## src/rtl/spea_pkg.sv

```systemverilog
// ============================================================================
// spea_pkg - shared definitions for the sinusoidal position embedding adder
// Field widths, fixed-point constants, CORDIC angle table, stage payload
// types and the build-time pair frequency function.
// ============================================================================
package spea_pkg;

    // Default configuration
    localparam int HIDDEN_DEF       = 512;
    localparam int MAX_POS_DEF      = 512;
    localparam int CORDIC_STEPS_DEF = 16;

    // Field widths
    localparam int POS_W       = 9;
    localparam int CH_W        = 9;
    localparam int ACT_W       = 16;
    localparam int SUM_W       = 16;
    localparam int IN_TDATA_W  = 40;
    localparam int OUT_TDATA_W = 16;

    // Datapath widths
    localparam int PHASE_W = 32;
    localparam int FREQ_W  = 32;
    localparam int XY_W    = 32;
    localparam int ROUND_SHIFT = 18;
    localparam int ENC_W   = XY_W - ROUND_SHIFT;

    // Fixed-point constants
    localparam logic [63:0] LN10000_Q32 = 64'd39558110683;
    localparam logic [63:0] LN2_Q32     = 64'd2977044472;
    localparam logic [63:0] INV2PI_Q32  = 64'd683565276;
    localparam int          TAYLOR_TERMS = 16;
    localparam logic signed [XY_W-1:0] GAIN_Q30   = 32'sd652032875;
    localparam logic signed [XY_W-1:0] ROUND_BIAS = 32'sd131072;

    // Quadrant codes from the top two phase bits
    localparam logic [1:0] QUAD_I   = 2'd0;
    localparam logic [1:0] QUAD_II  = 2'd1;
    localparam logic [1:0] QUAD_III = 2'd2;
    localparam logic [1:0] QUAD_IV  = 2'd3;

    // Arctangent of 2^-i in Q0.32 turns
    localparam int ATAN_ENTRIES = 24;
    localparam logic [31:0] ATAN_TURNS [ATAN_ENTRIES] = '{
        32'h20000000, 32'h12E4051E, 32'h09FB385B, 32'h051111D4,
        32'h028B0D43, 32'h0145D7E1, 32'h00A2F61E, 32'h00517C55,
        32'h0028BE53, 32'h00145F2F, 32'h000A2F98, 32'h000517CC,
        32'h00028BE6, 32'h000145F3, 32'h0000A2FA, 32'h0000517D,
        32'h000028BE, 32'h0000145F, 32'h00000A30, 32'h00000518,
        32'h0000028C, 32'h00000146, 32'h000000A3, 32'h00000051
    };

    typedef struct packed {
        logic                    cos_sel;
        logic [PHASE_W-1:0]      phase;
        logic signed [ACT_W-1:0] activation;
    } cordic_in_t;

    typedef struct packed {
        logic signed [ENC_W-1:0] enc;
        logic signed [ACT_W-1:0] activation;
    } cordic_out_t;

    typedef struct packed {
        logic                    saturated;
        logic signed [SUM_W-1:0] sum;
    } result_t;

    // Frequency in Q0.32 turns per position from the scaled exponent
    // e = k * ln(10000) / HIDDEN in Q32. Evaluated at elaboration only.
    function automatic logic [FREQ_W-1:0] pair_freq(input logic [63:0] e);
        logic [63:0] n;
        logic [63:0] t;
        logic [63:0] acc;
        logic [63:0] term;
        logic [63:0] scaled;
        n    = e / LN2_Q32;
        t    = LN2_Q32 - (e - n * LN2_Q32);
        acc  = 64'd1 << 32;
        term = 64'd1 << 32;
        for (int i = 1; i <= TAYLOR_TERMS; i++)
        begin
            term = ((term * t) >> 32) / 64'(i);
            acc  = acc + term;
        end
        scaled = (acc * INV2PI_Q32) >> 32;
        if (n >= 64'd63)
        begin
            return '0;
        end
        return FREQ_W'(scaled >> (n + 64'd1));
    endfunction

endpackage

```

## src/rtl/spea_outq.sv

```systemverilog
// ============================================================================
// spea_outq - output queue with admission credit
// Holds finished results for the receiver and admits a new item only while
// every item in flight is sure to find a free entry.
// ============================================================================
module spea_outq #(
    parameter int DEPTH = 32
) (
    input  logic              clk,
    input  logic              rst_n,
    input  logic              admit,
    output logic              room,
    input  logic              wr_valid,
    input  spea_pkg::result_t wr_data,
    output logic              rd_valid,
    input  logic              rd_ready,
    output spea_pkg::result_t rd_data
);

    import spea_pkg::*;

    localparam int AW = $clog2(DEPTH);
    localparam int CW = AW + 1;

    result_t       mem [DEPTH];
    logic [AW-1:0] wr_ptr_reg;
    logic [AW-1:0] rd_ptr_reg;
    logic [CW-1:0] level_reg;
    logic [CW-1:0] level_next;
    logic [CW-1:0] credit_reg;
    logic [CW-1:0] credit_next;
    logic          rd_fire;

    assign rd_valid    = (level_reg != '0);
    assign rd_fire     = rd_valid & rd_ready;
    assign room        = (credit_reg < CW'(DEPTH));
    assign level_next  = level_reg + CW'(wr_valid) - CW'(rd_fire);
    assign credit_next = credit_reg + CW'(admit) - CW'(rd_fire);

    always_ff @(posedge clk)
    begin
        if (wr_valid)
        begin
            mem[wr_ptr_reg] <= wr_data;
        end
    end

    assign rd_data = mem[rd_ptr_reg];

    always_ff @(posedge clk or negedge rst_n)
    begin
        if (!rst_n)
        begin
            wr_ptr_reg <= '0;
            rd_ptr_reg <= '0;
            level_reg  <= '0;
            credit_reg <= '0;
        end
        else
        begin
            if (wr_valid)
            begin
                wr_ptr_reg <= wr_ptr_reg + AW'(1);
            end
            if (rd_fire)
            begin
                rd_ptr_reg <= rd_ptr_reg + AW'(1);
            end
            level_reg  <= level_next;
            credit_reg <= credit_next;
        end
    end

`ifndef SYNTHESIS
    a_credit_bound: assert property (@(posedge clk) disable iff (!rst_n)
        credit_reg <= CW'(DEPTH))
        else $error("admission credit above queue depth");

    a_level_within_credit: assert property (@(posedge clk) disable iff (!rst_n)
        level_reg <= credit_reg)
        else $error("queued results exceed admitted items");

    a_no_write_when_full: assert property (@(posedge clk) disable iff (!rst_n)
        wr_valid |-> (level_reg < CW'(DEPTH)))
        else $error("result written into a full queue");

    a_no_result_without_item: assert property (@(posedge clk) disable iff (!rst_n)
        (credit_reg == '0) |-> !wr_valid)
        else $error("result produced with no item in flight");
`endif

endmodule

```

## config.mk

```make
export PLATFORM = sky130hd
export DESIGN_NAME = spea_outq
export DESIGN_NICKNAME = d
export VERILOG_FILES = /design/src/rtl/spea_pkg.sv /design/src/rtl/spea_outq.sv
export SDC_FILE = /design/constraint.sdc
export NUM_CORES = 1
export LEC_CHECK = 0
export BUFFER_PORTS_ARGS = -buffer_cell sky130_fd_sc_hd__buf_4
export CELL_PAD_IN_SITES_DETAIL_PLACEMENT = 0
export CELL_PAD_IN_SITES_GLOBAL_PLACEMENT = 1
export CORE_MARGIN = 2
export CORE_UTILIZATION = 40
export CTS_BUF_LIST = sky130_fd_sc_hd__clkbuf_16
export DETAILED_ROUTE_END_ITERATION = 8
export GPL_ROUTABILITY_DRIVEN = 0
export MAX_ROUTING_LAYER = met4
export PLACE_DENSITY = 0.62
export REMOVE_ABC_BUFFERS = 1
export SYNTH_ARGS = -nofsm -noshare
export SYNTH_HDL_FRONTEND = slang
export SYNTH_SLANG_ARGS = --single-unit
```

## constraint.sdc

```tcl
create_clock -name clk -period 3.02 [get_ports clk]
set_input_delay 0.604 -clock clk [delete_from_list [all_inputs] [get_ports clk]]
set_output_delay 0.604 -clock clk [all_outputs]
set_load 0.02 [all_outputs]
```

; Word level (Yosys, flattened, before mapping)
; Memory sizes are Yosys's and may differ from the RTL's.
; Index checks and enable logic that the tools add are counted.
[classes]
add_sub_neg = 6
order_cmp = 1
bitwise_logic = 1
reduce_logical = 1
mux = 2
[op_table]
columns = op, n
row1 = $add 6x1->6, 2
row2 = $sub 6x1->6, 2
row3 = $add 5x1->5 const B, 2
row4 = $lt 6x6->1 const B, 1
row5 = $reduce_bool 6->1, 1
row6 = $mux 1, 2
row7 = $and 1x1->1, 1
[totals]
out_inout_bits = 19
input_bits = 22
wordCells = 16
register_bits = 22
ramBits = 544
mem_count = 1
[mem_list]
columns = memory, depth, word_bits, read_ports, rd_clocked_by_memory_dff, write_ports, line
row1 = mem, 32, 17, 1, 0, 1, spea_outq.sv:25  ; result_t mem [DEPTH];

; Logic depth before layout (Yosys ltp)
[depth]
word_depth = 3
ltp_mapped = 14
mapped_depth_nobuf = 13

; Least setup slack after synthesis
; No wires, ideal clock.
[synth_path]
kind = register -> register
start = reg level_reg[2]
end = reg credit_reg[4]
setup_time_ns = 0.080
required_time_ns = 2.940
n_path_buf = 1
slack_ns = 0.362
arrival_time_ns = 2.578
synth_period_minus_slack_ns = 2.658
stages_incl_launch_ff = 14
cell_sequence = dfrtp_1 inv_1 ha_1 nand4bb_1 and2_1 clkbuf_1 ha_1 inv_1 ha_1 fa_1 a21oi_1 nor2_1 nor2_1 xnor2_1
[synth_via]
elab_chain_len = 3
[synth_rtl]
columns = item, line
row1 = from (decl), spea_outq.sv:28  ; logic [CW-1:0] level_reg;
row2 = from (signal assigned), spea_outq.sv:69  ; level_reg <= level_next;
row3 = $reduce_bool 6->1, spea_outq.sv:34  ; assign rd_valid = (level_reg != '0);
row4 = named net rd_valid, spea_outq.sv:15  ; output logic rd_valid,
row5 = $and 1x1->1, spea_outq.sv:35  ; assign rd_fire = rd_valid & rd_ready;
row6 = named net rd_fire, spea_outq.sv:32  ; logic rd_fire;
row7 = $sub 6x1->6, spea_outq.sv:38  ; assign credit_next = credit_reg + CW'(admit) - CW'(rd_fire);
row8 = named net credit_next[4], spea_outq.sv:31  ; logic [CW-1:0] credit_next;
row9 = to (signal assigned), spea_outq.sv:70  ; credit_reg <= credit_next;
row10 = to (decl), spea_outq.sv:30  ; logic [CW-1:0] credit_reg;
; The timed path passes the listed nets, and every way through them passes these cells.
; A chain may end at the register's enable or synchronous reset.

==> Flow_metrics.wiki <==
{| class="wikitable"
! Metric !! Value
|-
| Status || finished, violations left
|-
| Violations in the final reports || negative setup slack
|-
| Reg2Reg Launch Point || level_reg[4]
|-
| Cells on worst reg2reg path || 11
|-
| Maximum number of pins on one net before global-route repair || 33
|-
| Average routed wire per standard cell || 25.95 um
|-
| Worst setup path category || flop to primary output
|-
| RSZ-0062 raised after global routing || yes
|-
| Proportion of register bits with asynchronous set or reset after synthesis || 3.887%
|-
| Smallest setup slack after layout || -0.4769 ns
|-
| Post-DR vias/cell || 5.517
|-
| Die Span X || 239.0 um
|-
| Min Hold Slack || 0.2164 ns
|-
| Critical path data arrival time || 2.89 ns
|-
| Slew HR || 46.50%
|-
| P_leak || 9.007 nW
|-
| Final count of pins violating max slew || 0
|-
| Count of mapped cells out of synthesis || 1061
|-
| Leftover overflow at the end of global routing || 0
|-
| First-pass GRT wire length || 76.40 mm
|-
| Power density over the cells || 984.2 nW/um2
|-
| Final worst path period share || 115.8%
|-
| Number of DRC violations after detailed-routing iteration 0 || 1097
|-
| Drt first pass iters || 7
|-
| Sink of the worst hold path || credit_reg[0]
|-
| Clock tree buffer depth || 3
|-
| Number of inserted diodes || 0
|-
| Endpoint required time on the critical path || 2.42 ns
|-
| Residual DRC count || 0
|-
| Final HPWL from detailed placement || 31.91 mm
|-
| Dominant cell type by area after synthesis || edfxtp_1
|-
| Prevailing post-synth register cell || edfxtp_1
|-
| Count of nets left with antenna violations after detail routing || 0
|-
| Sequential share of the synthesized area || 76.42%
|-
| Hold path start || admit
|-
| Layout overhead on the synthesized area || 21.63%
|-
| Final count of negative-setup-slack endpoints || 17
|-
| Floorplan Core Area || 54880 um2
|-
| Setup slack, reg-to-reg || 0.40 ns
|-
| Antenna violations before repair || 1
|-
| Share of layout cells above drive strength 1 || 36.20%
|-
| Synth Register Bits || 566
|-
| Site row count || 86
|-
| Mean post-synth cell area || 20.83 um2
|-
| Post-synthesis instance area || 22100 um2
|-
| Top cell type's share of synthesized area || 73.93%
|-
| Vias in the first global route || 11180
|-
| Number of buffers created by CTS || 58
|-
| Actual transition at the worst max-transition pin || 0.8025 ns
|-
| Starting density of the core || 40.26%
|-
| Die H || 239.0 um
|-
| Crit path time final || 3.497 ns
|-
| Die ar. || 57140 um2
|-
| Total wire length || 51.75 mm
|-
| Maximum fanout along the worst path || 5
|-
| Clock tree sinks || 566
|-
| Sum of negative setup slack || -6.577 ns
|-
| Hold Violations, Final || 0
|-
| Worst supply voltage drop on vdd || 534.8 uV
|-
| FF-to-FF End || level_reg[5]
|-
| Number of cells in the design after placement || 1856
|-
| Synth warnings || 0
|-
| Non-filler instance count after layout || 1994
|-
| Class of the tightest hold or removal check || input pin to flop
|-
| Clock Skews || 0.01348 ns
|-
| Overall global routing resource usage || 19.04%
|-
| Post-synth EDFFs || 544
|-
| Top cells by area in the synthesized netlist || edfxtp_1 74%, mux4_2 10%, mux2i_1 3.0%
|-
| Count of nets after finishing || 1286
|-
| Element type at the critical path end || primary output
|-
| Number of max-cap violations || 0
|-
| Root buf cell || clkbuf_16
|-
| Top-level I/O count || 41
|-
| Achievable frequency || 286.0 MHz
|-
| Kind of start point of the critical path || flop
|-
| Distinct cell type count of the synthesized netlist || 51
|-
| Via count || 11000
|-
| Worst hold path cell count || 2
|-
| # port buffers || 40
|-
| Number of H-tree branching levels || 2
|-
| Number of flip-flops under the largest register name || 544
|-
| Filler instances || 4484
|-
| Clk Latency, worst-skew pair || 0.62 ns
|-
| Clock tree from TritonCTS || yes
|-
| Worst-path clk slew || 0.06 ns
|}
-- report_power, final --
group | total [mW] | switching [mW] | internal [mW]
combinational | 10.2 | 5.23 | 4.99
clock | 6.58 | 2.89 | 3.69
sequential | 9.65 | 0.420 | 9.23
total | 26.5 | 8.54 | 17.9
-- how the worst max path moves through the flow --
stage	endpoint	slack (ns)	from
finish	rd_data[2]	-0.48	rd_ptr_reg[0]
global route	rd_data[8]	-0.53	rd_ptr_reg[0]
CTS	rd_data[2]	-0.50	rd_ptr_reg[0]
detailed placement	rd_data[9]	-0.09	rd_ptr_reg[0]
global placement	rd_data[10]	-0.08	rd_ptr_reg[0]
floorplan	rd_data[7]	-5.30	rd_ptr_reg[0]
-- layer usage --
layer  track usage [%]  up-vias  part of all wire (%)
met5                 -        -                     0
met4             4.148        0                   1.7
met3             3.453       66                   5.5
met2             29.01      305                    47
met1             26.93     5845                    46
li1                  -     4785                     -
-- synthesized netlist by cell type, drive strengths merged (16+ instances only) --
cell type	count
buf	28
a22o	17
o22ai	16
a22oi	16
a2111oi	17
mux2i	67
inv	24
ha	19
edfxtp	544
nor2	38
dfrtp	22
mux4	102
a21oi	36
o221ai	17
clkbuf	31
-- repair_timing --
action | in CTS | in global routing
endpoints found under the hold margin | 22 | 0
endpoints found under the setup margin | 17 | 17
cloned | 4 | 1
hold buffers | 1 | 0
setup buffers | 20 | 7
resized for setup | 84 | 29
pin swaps | 29 | 21
-- metrics by stage --
stage | cell area [um2] | power, mW | setup slack, ns | utilization, %
6_report | 26870 | 26.45 | -0.4769 | 48.97
3_3_place_gp | 24090 | 18.22 | -0.08482 | 43.90
2_1_floorplan | 21750 | 13.94 | -5.302 | -
3_5_place_dp | 24090 | 18.28 | -0.08680 | 43.90
4_1_cts | 26650 | 26.40 | -0.4983 | 48.57
5_1_grt | 26870 | 27.58 | -0.5286 | 48.97
-- final cells by class --
class / count / area [um2] / share of cell area (%)
Timing Repair Buffer: 181 / 1809 / 6.732
Multi-Input combinational cell: 412 / 5451 / 20.28
Tap cell: 704 / 880.8 / 3.278
Sequential cell: 566 / 16900 / 62.88
Inverter: 24 / 90.09 / 0.3352
Clock inverter: 48 / 267.8 / 0.9963
Clock buffer: 59 / 1476 / 5.494
-- kinds of logic (layout without fill, tap and decap cells) --
logic type | Yosys count | after routing | share of synthesized area (%)
AOI/OAI and AO/OA | 134 | 134 | 4.700
xor gates and xnor gates | 14 | 14 | 0.5549
buffers and inverters | 83 | 312 | 1.988
and+or+nand+nor | 73 | 73 | 1.563
muxes | 170 | 170 | 13.52
adders and majority gates | 21 | 21 | 1.257
DFF | 566 | 566 | 76.42
-- cells in the final DEF, fill, tap and decap left out, types with 17 or more instances in the layout --
master	n
buf_4	135
clkinv_1	18
edfxtp_1	544
o221ai_1	17
mux2i_1	61
inv_1	39
dfrtp_1	18
nor2_2	32
clkbuf_16	60
buf_6	18
buf_12	19
mux4_2	101
ha_1	19
-- critical path, stage by stage, from the launching register on --
cell and delay [ns]:
dfrtp_4 0.51, buf_12 0.14, buf_4 0.13, buf_12 0.13, mux4_2 0.44, a22o_4 0.29
a2111oi_4 0.26, buf_4 0.20, a21oi_2 0.04, buf_6 0.15
Note: power is estimated with default switching activity, not from simulation.
