### config.mk
export PLATFORM = sky130hd
export DESIGN_NAME = spea_cordic
export DESIGN_NICKNAME = d
export VERILOG_FILES = /design/src/rtl/spea_pkg.sv /design/src/rtl/spea_cordic.sv
export SDC_FILE = /design/constraint.sdc
export NUM_CORES = 2
export LEC_CHECK = 0
export BUFFER_PORTS_ARGS = -buffer_cell sky130_fd_sc_hd__buf_4
export CAP_MARGIN = 20
export CELL_PAD_IN_SITES_DETAIL_PLACEMENT = 0
export CELL_PAD_IN_SITES_GLOBAL_PLACEMENT = 2
export CORE_ASPECT_RATIO = 1.5
export CORE_UTILIZATION = 44
export CTS_CLUSTER_DIAMETER = 40
export DETAILED_ROUTE_END_ITERATION = 12
export GPL_ROUTABILITY_DRIVEN = 0
export PLACE_DENSITY_LB_ADDON = 0.1
export SYNTH_ARGS = -nofsm -noshare
export SYNTH_HDL_FRONTEND = slang
export SYNTH_SLANG_ARGS = --single-unit
### constraint.sdc
create_clock -name clk -period 10.43 [get_ports clk]
set_input_delay 0.5215 -clock clk [delete_from_list [all_inputs] [get_ports clk]]
set_output_delay 0.5215 -clock clk [all_outputs]
set_load 0.02 [all_outputs]
### src/rtl/spea_pkg.sv
// ============================================================================
// spea_pkg - shared definitions for the sinusoidal position embedding adder
// Field widths, fixed-point constants, CORDIC angle table, stage payload
// types and the build-time pair frequency function.
// ============================================================================
package spea_pkg;

    // Default configuration
    localparam int HIDDEN_DEF       = 512;
    localparam int MAX_POS_DEF      = 512;
    localparam int CORDIC_STEPS_DEF = 16;

    // Field widths
    localparam int POS_W       = 9;
    localparam int CH_W        = 9;
    localparam int ACT_W       = 16;
    localparam int SUM_W       = 16;
    localparam int IN_TDATA_W  = 40;
    localparam int OUT_TDATA_W = 16;

    // Datapath widths
    localparam int PHASE_W = 32;
    localparam int FREQ_W  = 32;
    localparam int XY_W    = 32;
    localparam int ROUND_SHIFT = 18;
    localparam int ENC_W   = XY_W - ROUND_SHIFT;

    // Fixed-point constants
    localparam logic [63:0] LN10000_Q32 = 64'd39558110683;
    localparam logic [63:0] LN2_Q32     = 64'd2977044472;
    localparam logic [63:0] INV2PI_Q32  = 64'd683565276;
    localparam int          TAYLOR_TERMS = 16;
    localparam logic signed [XY_W-1:0] GAIN_Q30   = 32'sd652032875;
    localparam logic signed [XY_W-1:0] ROUND_BIAS = 32'sd131072;

    // Quadrant codes from the top two phase bits
    localparam logic [1:0] QUAD_I   = 2'd0;
    localparam logic [1:0] QUAD_II  = 2'd1;
    localparam logic [1:0] QUAD_III = 2'd2;
    localparam logic [1:0] QUAD_IV  = 2'd3;

    // Arctangent of 2^-i in Q0.32 turns
    localparam int ATAN_ENTRIES = 24;
    localparam logic [31:0] ATAN_TURNS [ATAN_ENTRIES] = '{
        32'h20000000, 32'h12E4051E, 32'h09FB385B, 32'h051111D4,
        32'h028B0D43, 32'h0145D7E1, 32'h00A2F61E, 32'h00517C55,
        32'h0028BE53, 32'h00145F2F, 32'h000A2F98, 32'h000517CC,
        32'h00028BE6, 32'h000145F3, 32'h0000A2FA, 32'h0000517D,
        32'h000028BE, 32'h0000145F, 32'h00000A30, 32'h00000518,
        32'h0000028C, 32'h00000146, 32'h000000A3, 32'h00000051
    };

    typedef struct packed {
        logic                    cos_sel;
        logic [PHASE_W-1:0]      phase;
        logic signed [ACT_W-1:0] activation;
    } cordic_in_t;

    typedef struct packed {
        logic signed [ENC_W-1:0] enc;
        logic signed [ACT_W-1:0] activation;
    } cordic_out_t;

    typedef struct packed {
        logic                    saturated;
        logic signed [SUM_W-1:0] sum;
    } result_t;

    // Frequency in Q0.32 turns per position from the scaled exponent
    // e = k * ln(10000) / HIDDEN in Q32. Evaluated at elaboration only.
    function automatic logic [FREQ_W-1:0] pair_freq(input logic [63:0] e);
        logic [63:0] n;
        logic [63:0] t;
        logic [63:0] acc;
        logic [63:0] term;
        logic [63:0] scaled;
        n    = e / LN2_Q32;
        t    = LN2_Q32 - (e - n * LN2_Q32);
        acc  = 64'd1 << 32;
        term = 64'd1 << 32;
        for (int i = 1; i <= TAYLOR_TERMS; i++)
        begin
            term = ((term * t) >> 32) / 64'(i);
            acc  = acc + term;
        end
        scaled = (acc * INV2PI_Q32) >> 32;
        if (n >= 64'd63)
        begin
            return '0;
        end
        return FREQ_W'(scaled >> (n + 64'd1));
    endfunction

endpackage

### src/rtl/spea_cordic.sv
// ============================================================================
// spea_cordic - pipelined rotation-mode CORDIC with quadrant unfolding
// One micro-rotation per stage, then a stage that picks sine or cosine by
// quadrant and rounds Q1.30 down to Q1.12.
// ============================================================================
module spea_cordic #(
    parameter int STEPS = spea_pkg::CORDIC_STEPS_DEF
) (
    input  logic                  clk,
    input  logic                  rst_n,
    input  logic                  in_valid,
    input  spea_pkg::cordic_in_t  in_data,
    output logic                  out_valid,
    output spea_pkg::cordic_out_t out_data
);

    import spea_pkg::*;

    logic signed [XY_W-1:0]  x_in   [STEPS];
    logic signed [XY_W-1:0]  y_in   [STEPS];
    logic signed [XY_W-1:0]  z_in   [STEPS];
    logic signed [XY_W-1:0]  x_next [STEPS];
    logic signed [XY_W-1:0]  y_next [STEPS];
    logic signed [XY_W-1:0]  z_next [STEPS];
    logic signed [XY_W-1:0]  x_reg  [STEPS];
    logic signed [XY_W-1:0]  y_reg  [STEPS];
    logic signed [XY_W-1:0]  z_reg  [STEPS];
    logic [1:0]              quad_reg [STEPS];
    logic                    cos_reg  [STEPS];
    logic signed [ACT_W-1:0] act_reg  [STEPS];
    logic [STEPS-1:0]        valid_reg;

    logic signed [XY_W-1:0]  c_val;
    logic signed [XY_W-1:0]  s_val;
    logic signed [XY_W-1:0]  v_sel;
    logic signed [XY_W-1:0]  v_round;
    cordic_out_t             out_next;
    cordic_out_t             out_reg;
    logic                    out_valid_reg;

    for (genvar i = 0; i < STEPS; i++)
    begin : g_step
        if (i == 0)
        begin : g_first
            assign x_in[i] = GAIN_Q30;
            assign y_in[i] = '0;
            assign z_in[i] = $signed({2'b00, in_data.phase[PHASE_W-3:0]});
        end
        else
        begin : g_rest
            assign x_in[i] = x_reg[i-1];
            assign y_in[i] = y_reg[i-1];
            assign z_in[i] = z_reg[i-1];
        end

        // Rotate toward zero residual angle
        assign x_next[i] = z_in[i][XY_W-1] ? (x_in[i] + (y_in[i] >>> i))
                                           : (x_in[i] - (y_in[i] >>> i));
        assign y_next[i] = z_in[i][XY_W-1] ? (y_in[i] - (x_in[i] >>> i))
                                           : (y_in[i] + (x_in[i] >>> i));
        assign z_next[i] = z_in[i][XY_W-1] ? (z_in[i] + $signed(ATAN_TURNS[i]))
                                           : (z_in[i] - $signed(ATAN_TURNS[i]));
    end

    always_ff @(posedge clk)
    begin
        quad_reg[0] <= in_data.phase[PHASE_W-1:PHASE_W-2];
        cos_reg[0]  <= in_data.cos_sel;
        act_reg[0]  <= in_data.activation;
        for (int i = 0; i < STEPS; i++)
        begin
            x_reg[i] <= x_next[i];
            y_reg[i] <= y_next[i];
            z_reg[i] <= z_next[i];
        end
        for (int i = 1; i < STEPS; i++)
        begin
            quad_reg[i] <= quad_reg[i-1];
            cos_reg[i]  <= cos_reg[i-1];
            act_reg[i]  <= act_reg[i-1];
        end
    end

    always_ff @(posedge clk or negedge rst_n)
    begin
        if (!rst_n)
        begin
            valid_reg     <= '0;
            out_valid_reg <= 1'b0;
        end
        else
        begin
            valid_reg     <= {valid_reg[STEPS-2:0], in_valid};
            out_valid_reg <= valid_reg[STEPS-1];
        end
    end

    assign c_val = x_reg[STEPS-1];
    assign s_val = y_reg[STEPS-1];

    // Unfold the first-quadrant result to the full turn
    always_comb
    begin
        case (quad_reg[STEPS-1])
            QUAD_I:   v_sel = cos_reg[STEPS-1] ? c_val : s_val;
            QUAD_II:  v_sel = cos_reg[STEPS-1] ? -s_val : c_val;
            QUAD_III: v_sel = cos_reg[STEPS-1] ? -c_val : -s_val;
            QUAD_IV:  v_sel = cos_reg[STEPS-1] ? s_val : -c_val;
            default:  v_sel = c_val;
        endcase
    end

    assign v_round             = v_sel + ROUND_BIAS;
    assign out_next.enc        = v_round[XY_W-1:ROUND_SHIFT];
    assign out_next.activation = act_reg[STEPS-1];

    always_ff @(posedge clk)
    begin
        out_reg <= out_next;
    end

    assign out_valid = out_valid_reg;
    assign out_data  = out_reg;

endmodule

== Yosys cells after proc, flatten, opt, wreduce, memory -nomap -nowiden ==
Memories as Yosys holds them, arrays and structs flattened. A register that Yosys moved wholly into a read port is not among the register bits.
Index checks and enable logic that the tools add are counted.

* Memory bits (writable): 1840
* Input port bits: 52
* Memories: 6
* Word-level logic and storage cells: 157
* Register bits after elaboration: 31

* Reductions and logical operators: 1
* Add/sub/neg operators: 94
* Mux-type cells: 50
* Eq/ne operators: 3

{| class="wikitable"
|+ Memory list
! memory !! depth !! bits a word !! read ports !! clocked after Yosys merged registers in !! wr ports !! line !! text
|-
| x_reg || 16 || 32 || 16 || 0 || 16 || spea_cordic.sv:25 || <nowiki>logic signed [XY_W-1:0] x_reg [STEPS];</nowiki>
|-
| y_reg || 16 || 32 || 16 || 0 || 16 || spea_cordic.sv:26 || <nowiki>logic signed [XY_W-1:0] y_reg [STEPS];</nowiki>
|-
| z_reg || 16 || 32 || 15 || 0 || 16 || spea_cordic.sv:27 || <nowiki>logic signed [XY_W-1:0] z_reg [STEPS];</nowiki>
|-
| act_reg || 16 || 16 || 16 || 1 || 16 || spea_cordic.sv:30 || <nowiki>logic signed [ACT_W-1:0] act_reg [STEPS];</nowiki>
|-
| quad_reg || 16 || 2 || 16 || 0 || 16 || spea_cordic.sv:28 || <nowiki>logic [1:0] quad_reg [STEPS];</nowiki>
|-
| cos_reg || 16 || 1 || 16 || 0 || 16 || spea_cordic.sv:29 || <nowiki>logic cos_reg [STEPS];</nowiki>
|}

{| class="wikitable"
|+ Operator list
! kind !! count
|-
| $mux 32 || 49
|-
| $pmux 32 s4 || 1
|-
| $add 32x17->32 || 2
|-
| $add 32x18->32 || 2
|-
| $add 32x19->32 || 2
|-
| $add 32x19->32 const B || 2
|-
| $add 32x20->32 || 2
|-
| $add 32x21->32 || 2
|-
| $add 32x22->32 || 2
|-
| $add 32x23->32 || 2
|-
| $add 32x24->32 || 2
|-
| $add 32x25->32 || 2
|-
| $add 32x26->32 || 2
|-
| $add 32x27->32 || 2
|-
| $add 32x28->32 || 2
|-
| $add 32x29->32 || 2
|-
| $add 32x30->32 || 2
|-
| $add 32x31->32 || 2
|-
| $neg 32->32 || 2
|-
| $sub 32x17->32 || 2
|-
| $sub 32x18->32 || 2
|-
| $sub 32x19->32 || 2
|-
| $sub 32x20->32 || 2
|-
| $sub 32x21->32 || 2
|-
| other kinds (43) || 54
|}

== Longest topological paths before layout ==
An unclocked memory read counts as a cell.

* Depth after elaboration: 5
* Depth in mapped cells: 21

== Worst setup path after synthesis ==
OpenSTA, ideal clock, no wires.

* Path kind: flip-flop to flip-flop
* Start: memory x_reg[4][5], in the netlist x_reg[0][133]
* End: memory y_reg[5][31], in the netlist y_reg[0][191]
* Data required time: 10310 ps
* Arrival time: 4407 ps
* Cell stages (with the launch flop): 21
* Path slack: 5903 ps
* Period minus slack after synthesis: 4527 ps
* Buffers on the path: 0
* Cells stage by stage: dfxtp_1 inv_1 ha_1 nand2b_1 or4_1 nor2_1 nand2_1 or3_1 or2_2 nor2_1 a21oi_1 xnor2_1 ha_1 a211o_1 a221oi_1 a221oi_1 nor4_1 nor3_1 a2111oi_0 a21oi_1 xnor2_1

{| class="wikitable"
|+ RTL lines
! item !! line
|-
| from (decl) || spea_cordic.sv:25
|-
| to (decl) || spea_cordic.sv:26
|}

==> out/metrics.yaml <==
status:
  status: "finished clean"
cts:
  htreeDepth: 4
  cts_buffers: 229
  clock-root-buffer: "clkbuf_16"
  cts_buffer_depth: 4
  clkLatencyLatePin_ns: 0.93
  cts-resized-gates: 0
  cts_sinks: 1695
  post-cts-setup-buffer-count: 0
  clkTransAtPathRegs_ns: 0.06
  cts_tree: "built"
timing:
  rsz0062_at_grt: "false"
  timing.final.crit_share_pct: 50.0
  tns_ns: 0
  slew_violations: 0
  setup_ws_ns: 5.21
  clock_skew_ns: 0.0869
  finalHoldViolations: 0
  max_freq_ghz: 0.192
  finalSetupViolCount: 0
  worst_pin_slew_ns: 1.11
  max_slew_margin_pct: 25.7
  finalCriticalPeriod_ns: 5.22
place:
  hpwl_um: 244000
  place.port_buffers: 82
  dpl_worst_slack_ns: 5.24
  dp.cells: 15300
die:
  core_um2: 242000
  dieArea_um2: 245000
  fp-row-count: 221
  start_util_pct: 44.3
  dieWidth_um: 405
  die_h_um: 606
  pin_count: 83
layout:
  fin_nets: 13800
  fillers: 23200
  final_cell_mix: "dfxtp_1, ha_1, a21oi_1, xnor2_1, nor2_1"
  fin_cells: 15700
  largest_reg_flops: 450
  final_common_cell: "dfxtp_1"
  syn_to_final_growth_pct: 11.9
  final_core_util_pct: 49.6
  drive_gt1_share_pct: 5.65
setup_path:
  cp_max_fo: 4
  start_kind: "register"
  crit_path_end_kind: "register"
  path_class: "reg2reg"
  critical_path_required_ns: 11.16
  arrival_ns: 5.95
synthesis:
  synth_edf_count: 0
  syn_inst: 12100
  synth_nets: 13500
  synth_area_um2: 107000
  yosysWarnings: 0
  yosysUniqueCellTypes: 102
  ys_ff_latch: 1695
  yosysSeqAreaShare_pct: 31.8
  synthFlopType: "dfxtp_1"
  avgSynthCellArea_um2: 8.86
  async_flop_share_pct: 1.00
grt:
  grt_pass1_vias: 87100
  grt_usage_pct: 24.0
  grt-ovfl-total: 0
  grt_pass1_wl_um: 472000
  grt_start_max_net_pins: 73
  antenna_found_initial: 4
detailed_routing:
  drc_errors: 0
  drt_iter0_drc: 3865
  vias: 86600
  wl_per_cell_um: 19.1
  firstDrtPassIters: 9
  routed_wl_um: 301000
  routed_via_density: 5.50
  ant_nets: 0
job:
  maxCapViolations: 0
min_path:
  hold_path_class: "in2reg"
-- timing repair --
| action | CTS | global route |
|---|---|---|
| hold endpoints to repair | 67 | 0 |
| setup endpoints to repair | 0 | 0 |
| hold buffers | 52 | 0 |
-- cells by family (layout without fill, tap and decap cells) --
group | after synthesis | in the layout | share of synthesized area, %
other cells | 0 | 3 | 0
compound gates | 3560 | 3560 | 21.0
flops | 1695 | 1695 | 31.8
fa+ha+maj | 1400 | 1400 | 16.6
buf+inv | 663 | 1085 | 2.34
mux | 125 | 125 | 1.22
simple gates | 2981 | 2981 | 13.5
xor+xnor | 1656 | 1656 | 13.5
-- stage by stage --
step | instance area, um^2 | hold WS, ns
final | 120000 | 0.232
after global routing | 120000 | 0.186
after CTS | 120000 | 0.152
after detailed placement | 111000 | 0.312
after global placement | 111000 | 0.309
after floorplan | 107000 | 0.226
-- critical path: stages (launching register included) --
cell,delay (ns)
dfxtp_1,0.35
inv_1,0.08
ha_1,0.16
nand2b_1,0.07
or4_1,0.47
nor2_1,0.18
nand2_1,0.13
or3_1,0.40
or2_2,0.32
nor2_1,0.20
a21oi_1,0.12
xnor2_1,0.16
ha_1,0.33
a211o_1,0.27
a221oi_1,0.29
a221oi_1,0.17
nor4_1,0.27
nor3_1,0.11
a2111oi_0,0.67
a21oi_1,0.18
xnor2_1,0.16
-- cell usage after synthesis, drive strengths merged, types with 96 or more instances --
master / instances / area share [%]
nor2: 989 / 3.5
clkbuf: 135 / 0.47
xnor2: 1094 / 8.9
nand2b: 187 / 1.1
dfxtp: 1678 / 31
o21bai: 131 / 0.92
o21ai: 566 / 2.6
nor3: 283 / 1.3
nand2: 600 / 2.1
ha: 1361 / 16
o21a: 200 / 1.4
inv: 490 / 1.7
a211oi: 103 / 0.72
xor2: 562 / 4.6
nand3: 211 / 0.99
a21oi: 1301 / 6.1
and3: 96 / 0.57
a21o: 574 / 4.0
nor2b: 153 / 0.90
a31oi: 118 / 0.69
-- final timing paths --
kind	from	end	slack (ns)	cells past startpoint
min	in_data[6]	act_reg[0][6]	0.23	2
max	x_reg[0][133]	y_reg[0][191]	5.21	20
max in group asynchronous	rst_n	valid_reg[7]	9.17	3
min in group asynchronous	rst_n	valid_reg[12]	0.77	3
max reg2reg	x_reg[0][133]	y_reg[0][191]	5.21	20
min reg2reg	quad_reg[8][0]	quad_reg[9][0]	0.32	0
-- final cells by class --
type	count	area (um^2)	area share (%)
repair buffers	175	1460	1.22
flip-flops and latches	1695	34000	28.4
multi-input cells	9722	70600	58.9
clock inverters	149	1720	1.44
inverters	492	1850	1.54
diodes	3	7.51	0.00627
well taps	3233	4050	3.38
clock buffers	269	6130	5.12
-- metal layers --
layer | track usage, % | share of wire (%)
met5 | 0 | 0.0043
met4 | 13.7 | 6.2
met3 | 2.78 | 2.8
met2 | 47.3 | 54
met1 | 23.9 | 37
Power is not shown: default switching activity piles up to over one toggle a cycle in this logic, so the estimate is an artifact.
