$ cat src/rtl/spea_modred.sv
// ============================================================================
// spea_modred - two-stage reduction of a narrow index modulo a constant
// Multiplies by a floor reciprocal, then subtracts the quotient multiple and
// corrects once.
// ============================================================================
module spea_modred #(
    parameter int MOD = 512,
    parameter int W   = 9
) (
    input  logic         clk,
    input  logic [W-1:0] x,
    output logic [W-1:0] r
);

    localparam int SHIFT = 20;
    localparam int RW    = SHIFT + 1;
    localparam int PW    = W + RW;
    localparam int MW    = ((W > 17) ? W : 17) + 1;
    localparam logic [RW-1:0] RECIP = RW'((64'd1 << SHIFT) / 64'(MOD));
    localparam logic [MW-1:0] MODC  = MW'(MOD);

    logic [W-1:0]    x_reg;
    logic [PW-1:0]   prod_reg;
    logic [W-1:0]    q;
    logic [W+MW-1:0] qm;
    logic [W-1:0]    r_est;
    logic [W-1:0]    r_next;
    logic [W-1:0]    r_reg;

    always_ff @(posedge clk)
    begin
        x_reg    <= x;
        prod_reg <= PW'(x) * PW'(RECIP);
    end

    // Quotient estimate is exact or one low, so the remainder is below 2*MOD
    assign q      = W'(prod_reg >> SHIFT);
    assign qm     = (W + MW)'(q) * (W + MW)'(MODC);
    assign r_est  = x_reg - W'(qm);
    assign r_next = (MW'(r_est) >= MODC) ? (r_est - W'(MODC)) : r_est;

    always_ff @(posedge clk)
    begin
        r_reg <= r_next;
    end

    assign r = r_reg;

endmodule

$ cat config.mk
export PLATFORM = sky130hd
export DESIGN_NAME = spea_modred
export DESIGN_NICKNAME = d
export VERILOG_FILES = /design/src/rtl/spea_modred.sv
export SDC_FILE = /design/constraint.sdc
export NUM_CORES = 1
export LEC_CHECK = 0
export ABC_AREA = 0
export BUFFER_PORTS_ARGS = -buffer_cell sky130_fd_sc_hd__buf_4
export CAP_MARGIN = 20
export CORE_AREA = 2 2 39 41
export CTS_CLUSTER_DIAMETER = 150
export DETAILED_ROUTE_END_ITERATION = 16
export DIE_AREA = 0 0 41 43
export GPL_ROUTABILITY_DRIVEN = 0
export PLACE_DENSITY_LB_ADDON = 0.15
export SYNTH_ARGS = -nofsm -noshare
export SYNTH_HDL_FRONTEND = slang
export SYNTH_SLANG_ARGS = --single-unit
$ cat constraint.sdc
create_clock -name clk -period 0.8 [get_ports clk]
set_input_delay 0.24 -clock clk [delete_from_list [all_inputs] [get_ports clk]]
set_output_delay 0.24 -clock clk [all_outputs]
set_load 0.02 [all_outputs]
=== Yosys cells after proc, flatten, opt, wreduce, memory -nomap -nowiden ===
Index checks and enable logic that the tools add are counted.

* Register bits: 18
* Input bits: 10
* Output and inout bits: 9

=== Longest topological paths before layout ===
Gate-level depths: netlist (run 1).

* Depth after elaboration: 0
* Depth in mapped cells: 0

=== Least setup slack after synthesis (run 1) ===
OpenSTA, ideal clock, no wires.

* Path kind: reg2out
* Start: register r_reg[0], in the netlist r[0]
* End: output r[0]
* Arrival: 0.395 ns
* Slack: 0.165 ns
* Cell stages (with the launch flop): 1
* Buffers on the path: 0
* Path through: dfxtp_1

{| class="wikitable"
|+ RTL lines
! item !! line !! source
|-
| start, declared || 28 || <nowiki>logic [W-1:0] r_reg;</nowiki>
|-
| start signal, assigned || 44 || <nowiki>r_reg <= r_next;</nowiki>
|-
| end, declared || 12 || <nowiki>output logic [W-1:0] r</nowiki>
|}

No word-level cell between the ends.

=== Final worst setup path (run 1) ===
* Start: register r_reg[6], in the netlist r[6]
* End: output r[6]

No word-level cell between the ends.

==> results of run 1 <==
-- stage by stage --
stage	utilization [%]	cell area, um^2
6_report	42.1	583
5_1_grt	42.1	583
4_1_cts	42.1	583
3_5_place_dp	37.3	515
3_3_place_gp	37.3	515
2_1_floorplan	-	360
-- cells by family after synthesis --
group | after synthesis | synth area share (%)
flip-flops | 18 | 100
-- timing repair --
action                     4_1_cts  5_1_grt
resized for setup               18        0
pin swaps                        0        0
setup endpoints to repair        9        9
-- path summary, 6_finish.rpt --
kind	cells after the start	to	slack, ps	from
setup / recovery	1	r[6]	-160	r[6]$_DFF_P_
hold / removal	1	x_reg[4]$_DFF_P_	60	x[4]
hold reg to reg	0	r[7]$_DFF_P_	330	x_reg[7]$_DFF_P_
setup reg to reg	0	r[3]$_DFF_P_	400	x_reg[3]$_DFF_P_
-- power groups by stage --
stage               logic, mW  registers, mW  clock network (mW)
detailed placement      0.100          0.977                   0
global placement       0.0990          0.974                   0
finish                  0.113          0.963               0.405
CTS                     0.114          0.965               0.435
global route            0.119          0.968               0.482
floorplan                   0           1.00                   0
-- area by class of cell --
type / count / area, um^2 / share of cell area [%]
clock buffers: 3 / 22.5 / 3.86
flip-flops and latches: 18 / 372 / 63.7
repair buffers: 18 / 169 / 29.0
well taps: 16 / 20.0 / 3.43
-- cells in the final DEF, fill, tap and decap left out, drive strengths merged --
master  netlist  final
dfxtp        18     18
clkbuf        0      3
buf           0     18
-- per-layer routing --
metal  vias up  GRT usage [%]
li1         97              -
met1        88           7.00
met2        10           10.9
met3         0           3.14
met4         0           8.00
met5         -              0
==> qor.txt, run 1 <==
CP bufs+invs - 1
Largest net degree at the start of global routing - 10
DR WL met3 - 46 um
Top cells by area, synth - dfxtp_1 (100%)
Post-synth ARST share - 0%
Sequential element share of the synthesized area - 100%
Die area - 1760 um^2
Internal power component - 1.19 mW
Critical Path End Type - output pin
PwrDens - 2540 nW/um^2
DRT met1 WL - 153 um
Clock power frac - 27.3%
CTS tree - yes
Post-route ant nets - 0
Row cnt - 14
DRT Wirelength - 480 um
Via Count - 195
Worst Slack Setup Final - -161 ps
Total CTS buffers - 3
Met2 Wirelength - 280 um
DRC Markers - 0
Failing checks - setup timing
Clock skew after layout - 3.37 ps
Cts hold-fix bufs - 0
Clock Sink Count - 18
Area delta synth->final - 61.8%
Yosys top cell area share - 100%
Combinational share of power - 7.6%
Mapped Nets - 28
CP Max Fanout - 1
Pwr Total - 1.48 mW
Hold Vio Cnt, Final - 0
Synthesized cell area - 360 um^2
Cells after Synth - 18
GRT Resource Usage Total - 7.51%
Worst-skew pair later-pin latency - 270 ps
Final hold slack - 59.3 ps
RSZ-0062 raised after global routing - true
Most common cell in the synthesized netlist - dfxtp_1
Root Buffer - clkbuf_4
Max rail drop VDD - 1.35 mV
CP Cell Sequence - buf_6
Core ar. - 1380 um^2
Status - complete, but fails checks
N_diodes - 0
Area leader, netlist - dfxtp_1
CP Launch Type - register
Achievable Freq - 1.04 GHz
Synthesized flop and latch total - 18
Leak - 0.263 nW
Post-synth top flop - dfxtp_1
IO Pins - 19
Initial DRC count - 2
CP required - 560 ps
IO buf count - 18
Nets - 51
Multi-input gate count - 0
DIE HEIGHT - 43 um
Tcrit/Tclk final - 120%
Area occupied by multi-input gates - 0 um^2
Reg power frac - 65.0%
Cells after DPL - 52
Sw Pwr - 288 uW
Dpl ws - 132 ps
Layout fillers - 135
Top cells by count, synth - dfxtp_1 (18)
Delay-heaviest family, CP - flip-flops
Initial antenna violation count - 0
Non-filler instance count after layout - 55
First-pass GRT wire length - 807 um
Fin Setup TNS - -1410 ps
Share of layout cells above drive strength 1 - 76.9%
Vias in the first global route - 216
Initial core utilization - 26.0%
H-tree levels - 1
CP arrival - 720 ps
Width of the chip - 41 um
Average wire per standard cell - 8.73 um
Worst-Margin Slew - 88.4 ps
Vias per cell - 3.55
Relative max-transition margin - 94.1%
Maximum clock insertion buffer count - 2
Max-Cap Viols - 0
Worst Hold Class - in -> reg
Switching share of total power - 19.4%
Slowest-stage cell, CP - dfxtp_2
Max Used Layer - met3
Synth cell types - 1
Yosys warning total - 0
Pins Over Slew Limit - 0
Setup Fix Bufs, Post-CTS - 0
Initial DRT Pass Iterations - 2
Post-synth EDFFs - 0
Mean Syn Cell Area - 20.0 um^2
Setup violators final - 9
Minimum clock period - 961 ps
CP max stage delay - 330 ps
WS Path Type - reg -> out
Congestion Overflow GR - 0
CTS clk-pin slew, worst paths - 90 ps
(Power assumes the default switching activity.)
==> inputs of run 2 (changes only) <==
PLACE_DENSITY = 0.61   (was not set)
PLACE_DENSITY_LB_ADDON = not set   (was 0.15)
==> run 2 against run 1 <==
The flow still finishes with violations (setup timing); register-to-register slack about the same; clock skew fell by 2.8 ps; sequential share of layout area did not move; clock power fell by 1%; die area stayed put; largest power group unchanged; highest routed layer unchanged.
==> qor.txt, run 2 (synthesized netlist as in run 1, its figures left out) <==
Congestion Overflow GR - 0 (unchanged)
Dpl ws - 130 ps (-1.69 ps)
Clock power frac - 27.1% (-0.2 points)
Non-filler instance count after layout - 55 (unchanged)
Max-Cap Viols - 0 (unchanged)
Total CTS buffers - 3 (unchanged)
First-pass GRT wire length - 648 um (-20%)
Hold Vio Cnt, Final - 0 (unchanged)
Worst Hold Class - in -> reg
PwrDens - 2530 nW/um^2 (-0.35%)
Minimum clock period - 961 ps (-0.365 ps)
CP Max Fanout - 1 (unchanged)
Achievable Freq - 1.04 GHz (about the same)
Switching share of total power - 19.2% (-0.28 points)
Initial core utilization - 26.0% (unchanged)
Worst Slack Setup Final - -161 ps (+0.365 ps)
Width of the chip - 41 um (unchanged)
Critical Path End Type - output pin
DRT Wirelength - 443 um (-7.7%)
Sw Pwr - 283 uW (-1.8%)
Setup Fix Bufs, Post-CTS - 0 (unchanged)
Max rail drop VDD - 1.10 mV (-18%)
Cell Area, Placed - 515 um^2 (unchanged)
CP bufs+invs - 1 (unchanged)
Setup violators final - 9 (unchanged)
Core ar. - 1380 um^2 (unchanged)
Area occupied by multi-input gates - 0 um^2 (unchanged)
Nets - 51 (unchanged)
Area delta synth->final - 61.8% (unchanged)
Clock Sink Count - 18 (unchanged)
CTS clk-pin slew, worst paths - 80 ps (about the same)
CP required - 560 ps (about the same)
Row cnt - 14 (unchanged)
Final Util - 42.1% (unchanged)
Most frequent cells in the layout - buf_4 (9), buf_6 (9), dfxtp_2 (9), dfxtp_1 (9), clkbuf_4 (3)
Largest net degree at the start of global routing - 10 (unchanged)
CTS tree - yes
Slowest-stage cell, CP - dfxtp_2
Failing checks - setup timing
CP max stage delay - 330 ps (about the same)
H-tree levels - 1 (unchanged)
Vias per cell - 3.55 (unchanged)
Average wire per standard cell - 8.05 um (-7.7%)
Status - complete, but fails checks
Clock skew after layout - 0.566 ps (-2.81 ps)
Combinational share of power - 7.6% (about the same)
CP Launch Type - register
Initial DRC count - 0 (-2)
Via Count - 195 (unchanged)
Delay-heaviest family, CP - flip-flops
DIE HEIGHT - 43 um (unchanged)
Die area - 1760 um^2 (unchanged)
RSZ-0062 raised after global routing - true
Pwr Total - 1.48 mW (-0.35%)
Vias in the first global route - 185 (-14%)
Reg power frac - 65.3% (+0.3 points)
GRT Resource Usage Total - 6.49% (-1.0 points)
Cells after DPL - 52 (unchanged)
Post-route ant nets - 0 (unchanged)
Pins Over Slew Limit - 0 (unchanged)
Maximum clock insertion buffer count - 2 (unchanged)
DRC Markers - 0 (unchanged)
IO Pins - 19 (unchanged)
Final instance area - 583 um^2 (unchanged)
Tcrit/Tclk final - 120% (about the same)
Worst-Margin Slew - 84.1 ps (-4.34 ps)
Initial DRT Pass Iterations - 1 (-1)
Cts hold-fix bufs - 0 (unchanged)
Share of layout cells above drive strength 1 - 76.9% (unchanged)
IO buf count - 18 (unchanged)
CP arrival - 720 ps (about the same)
Leak - 0.263 nW (unchanged)
CP Cell Sequence - buf_6
Internal power component - 1.19 mW (about the same)
Worst-skew pair later-pin latency - 270 ps (about the same)
N_diodes - 0 (unchanged)
Relative max-transition margin - 94.4% (+0.29 points)
Initial antenna violation count - 0 (unchanged)
Root Buffer - clkbuf_4
Multi-input gate count - 0 (unchanged)
WS Path Type - reg -> out
-- run 2: routing by layer --
metal  wire length [um]  global-route usage [%]
met1                150                    2.99
met2                224                    10.0
met3                 68                    8.90
met4                  0                    4.00
met5                  0                       0
-- run 2: power groups by stage --
stage                     clock [mW]  sequential (mW)  combinational (mW)
after floorplan                    0             1.00                   0
after global placement             0            0.974              0.0985
after detailed placement           0            0.976              0.0992
after CTS                      0.434            0.964               0.114
after global routing           0.474            0.967               0.120
final                          0.400            0.963               0.113
-- run 2: final timing paths --
check / to / slack (ps) / from / cells after the start
max: r[2] / -160 / r[2]$_DFF_P_ / 1
min: x_reg[3]$_DFF_P_ / 60 / x[3] / 1
max reg2reg: r[4]$_DFF_P_ / 400 / x_reg[4]$_DFF_P_ / 0
min reg2reg: r[1]$_DFF_P_ / 330 / x_reg[1]$_DFF_P_ / 0
-- run 2: stage by stage --
stage / TNS (ps) / hold slack, ps
6_report: -1410 / 61.3
5_1_grt: -1770 / 31.0
4_1_cts: -1570 / 46.3
3_5_place_dp: 0 / 312
3_3_place_gp: 0 / 310
2_1_floorplan: 0 / 268
-- run 2: area by class of cell --
| type | instances | area (um^2) |
|---|---|---|
| well taps | 16 | 20.0 |
| clock buffers | 3 | 22.5 |
| repair buffers | 18 | 169 |
| flip-flops and latches | 18 | 372 |
| fillers | 137 | 801 |
-- run 2: repair_timing --
action                                  in CTS  in global routing
endpoints found under the setup margin       9                  9
hold endpoints to repair                     0                  0
pin swaps                                    0                  0
gates resized for setup                     18                  0
==> inputs of run 3 (changes only) <==
CELL_PAD_IN_SITES_DETAIL_PLACEMENT = 1   (was not set)
CELL_PAD_IN_SITES_GLOBAL_PLACEMENT = 2   (was not set)
CORE_AREA = not set   (was 2 2 39 41)
CORE_ASPECT_RATIO = 1.1   (was not set)
CORE_MARGIN = 2   (was not set)
CORE_UTILIZATION = 22   (was not set)
DIE_AREA = not set   (was 0 0 41 43)
PLACE_DENSITY = 0.71   (was 0.61)
==> run 3 against run 2 <==
The run still ends with setup timing left; sequential power hardly changed; power grew 8.3%; fmax decreased by 1.0%; first-iteration DRC count stayed put; final cell count increased by 3.6%; critical path type unchanged; largest cell class unchanged.
==> qor.txt, run 3 (synthesized netlist as in run 1, its figures left out) <==
Initial antenna violation count - 0 (unchanged)
Most frequent cells in the layout - buf_4 (9), buf_6 (9), dfxtp_2 (9), dfxtp_1 (9), clkbuf_4 (3)
Via Count - 206 (+5.6%)
Worst Hold Class - in -> reg
CP required - 560 ps (about the same)
IO Pins - 19 (unchanged)
Core ar. - 1560 um^2 (+13%)
Layout fillers - 170 (+24%)
DR WL met3 - 69 um (+1.5%)
Maximum clock insertion buffer count - 2 (unchanged)
CP arrival - 730 ps (about the same)
DRT met1 WL - 229 um (+53%)
Clock Sink Count - 18 (unchanged)
Achievable Freq - 1.03 GHz (-1.0%)
Initial DRT Pass Iterations - 1 (unchanged)
CP Cell Sequence - buf_6
CP max stage delay - 330 ps (about the same)
Max Used Layer - met3
Max-Cap Viols - 0 (unchanged)
First-pass GRT wire length - 759 um (+17%)
Failing checks - setup timing
Congestion Overflow GR - 0 (unchanged)
HP Start - x[0]
Setup violators final - 9 (unchanged)
Final Util - 38.4% (-3.7 points)
Minimum clock period - 971 ps (+10.0 ps)
Cells after DPL - 53 (+1.9%)
Hold Vio Cnt, Final - 0 (unchanged)
Initial core utilization - 23.1% (-2.9 points)
N_diodes - 0 (unchanged)
WS Path Type - reg -> out
R2R Path End - r[5]$_DFF_P_
Status - complete, but fails checks
Row cnt - 15 (+1)
Root Buffer - clkbuf_4
DRT Wirelength - 527 um (+19%)
Relative max-transition margin - 93.9% (-0.48 points)
Vias per cell - 3.61 (+1.9%)
Area occupied by multi-input gates - 0 um^2 (unchanged)
Worst-skew pair later-pin latency - 280 ps (about the same)
H-tree levels - 1 (unchanged)
Hold Path Depth - 1 (unchanged)
Tcrit/Tclk final - 121% (+1.3 points)
Vias in the first global route - 185 (unchanged)
Share of layout cells above drive strength 1 - 77.5% (+0.58 points)
Average wire per standard cell - 9.25 um (+15%)
Initial DRC count - 0 (unchanged)
CP Launch Type - register
Non-filler instance count after layout - 57 (+3.6%)
Hold EP - x_reg[0]$_DFF_P_
Pins Over Slew Limit - 0 (unchanged)
Leak - 0.271 nW (+2.7%)
Nets - 51 (unchanged)
PwrDens - 2670 nW/um^2 (+5.6%)
Met2 Wirelength - 228 um (+1.8%)
Slowest-stage cell, CP - dfxtp_2
DRC Markers - 0 (unchanged)
CTS clk-pin slew, worst paths - 90 ps (about the same)
CP bufs+invs - 1 (unchanged)
Area delta synth->final - 66.0%
Clock skew after layout - 0.678 ps (+0.112 ps)
Worst-Margin Slew - 91.2 ps (+7.17 ps)
Worst r2r src - x_reg[5]$_DFF_P_
Seq. cell area - 372 um^2 (unchanged)
RSZ-0062 raised after global routing - true
IO buf count - 18 (unchanged)
CP Max Fanout - 1 (unchanged)
Critical Path End Type - output pin
Total CTS buffers - 3 (unchanged)
R2r setup slk - 400 ps (about the same)
Worst R2R Path Depth - 0 (unchanged)
GRT Resource Usage Total - 5.62% (-0.87 points)
Largest net degree at the start of global routing - 11 (+1)
Post-route ant nets - 0 (unchanged)
DIE HEIGHT - 46.4 um (+8.0%)
Die area - 1980 um^2 (+12%)
Delay-heaviest family, CP - flip-flops
CTS tree - yes
Worst Slack Setup Final - -171 ps (-10.0 ps)
Max rail drop VDD - 1.43 mV (+30%)
Width of the chip - 42.6 um (+3.9%)
Multi-input gate count - 0 (unchanged)
[run 3: cell count changes in the layout (fill, tap and decap cells not counted), sizes merged]
cell,previous run,this run
clkbuf,3,4
[run 3: report_power, final]
part           total [mW]  switching, mW  internal [mW]  leakage (nW)
sequential          0.963         0.0151          0.948         0.152
clock               0.521          0.245          0.277        0.0210
combinational       0.114         0.0434         0.0705        0.0977
[run 3: worst max-delay path by stage]
stage          endpoint  depth (start not counted)    startpoint  slack [ps]
6_report           r[4]                          1  r[4]$_DFF_P_        -170
5_1_grt            r[4]                          1  r[4]$_DFF_P_        -210
4_1_cts            r[4]                          1  r[4]$_DFF_P_        -190
3_5_place_dp       r[4]                          1  r[4]$_DFF_P_         110
3_3_place_gp       r[7]                          1  r[7]$_DFF_P_         140
2_1_floorplan      r[0]                          0  r[0]$_DFF_P_         160
[run 3: through the flow]
stage          hold WS [ps]  setup TNS, ps  total power, mW  cell area, um^2  setup WS, ps
6_report               56.6          -1480             1.60              598          -171
4_1_cts                44.4          -1620             1.63              598          -190
5_1_grt                32.5          -1810             1.68              598          -209
3_5_place_dp            313              0             1.08              517           110
3_3_place_gp            312              0             1.07              517           136
2_1_floorplan           268              0             1.00              360           165
[run 3: per-layer routing]
| layer | track usage (%) | vias up |
|---|---|---|
| li1 | - | 98 |
| met1 | 5.76 | 91 |
| met2 | 9.23 | 17 |
| met3 | 5.10 | 0 |
| met4 | 0 | 0 |
| met5 | 0 | - |
[run 3: layout make-up]
cell class | instances | area share (%)
repair buffers | 18 | 28.2
flip-flops and latches | 18 | 62.1
well taps | 17 | 3.56
clock buffers | 4 | 6.07
[run 3: timing repair]
action | 4_1_cts | 5_1_grt
hold buffers | 0 | 0
hold endpoints to repair | 0 | 0
gates resized for setup | 18 | 0
setup endpoints to repair | 9 | 9
setup buffers | 0 | 0
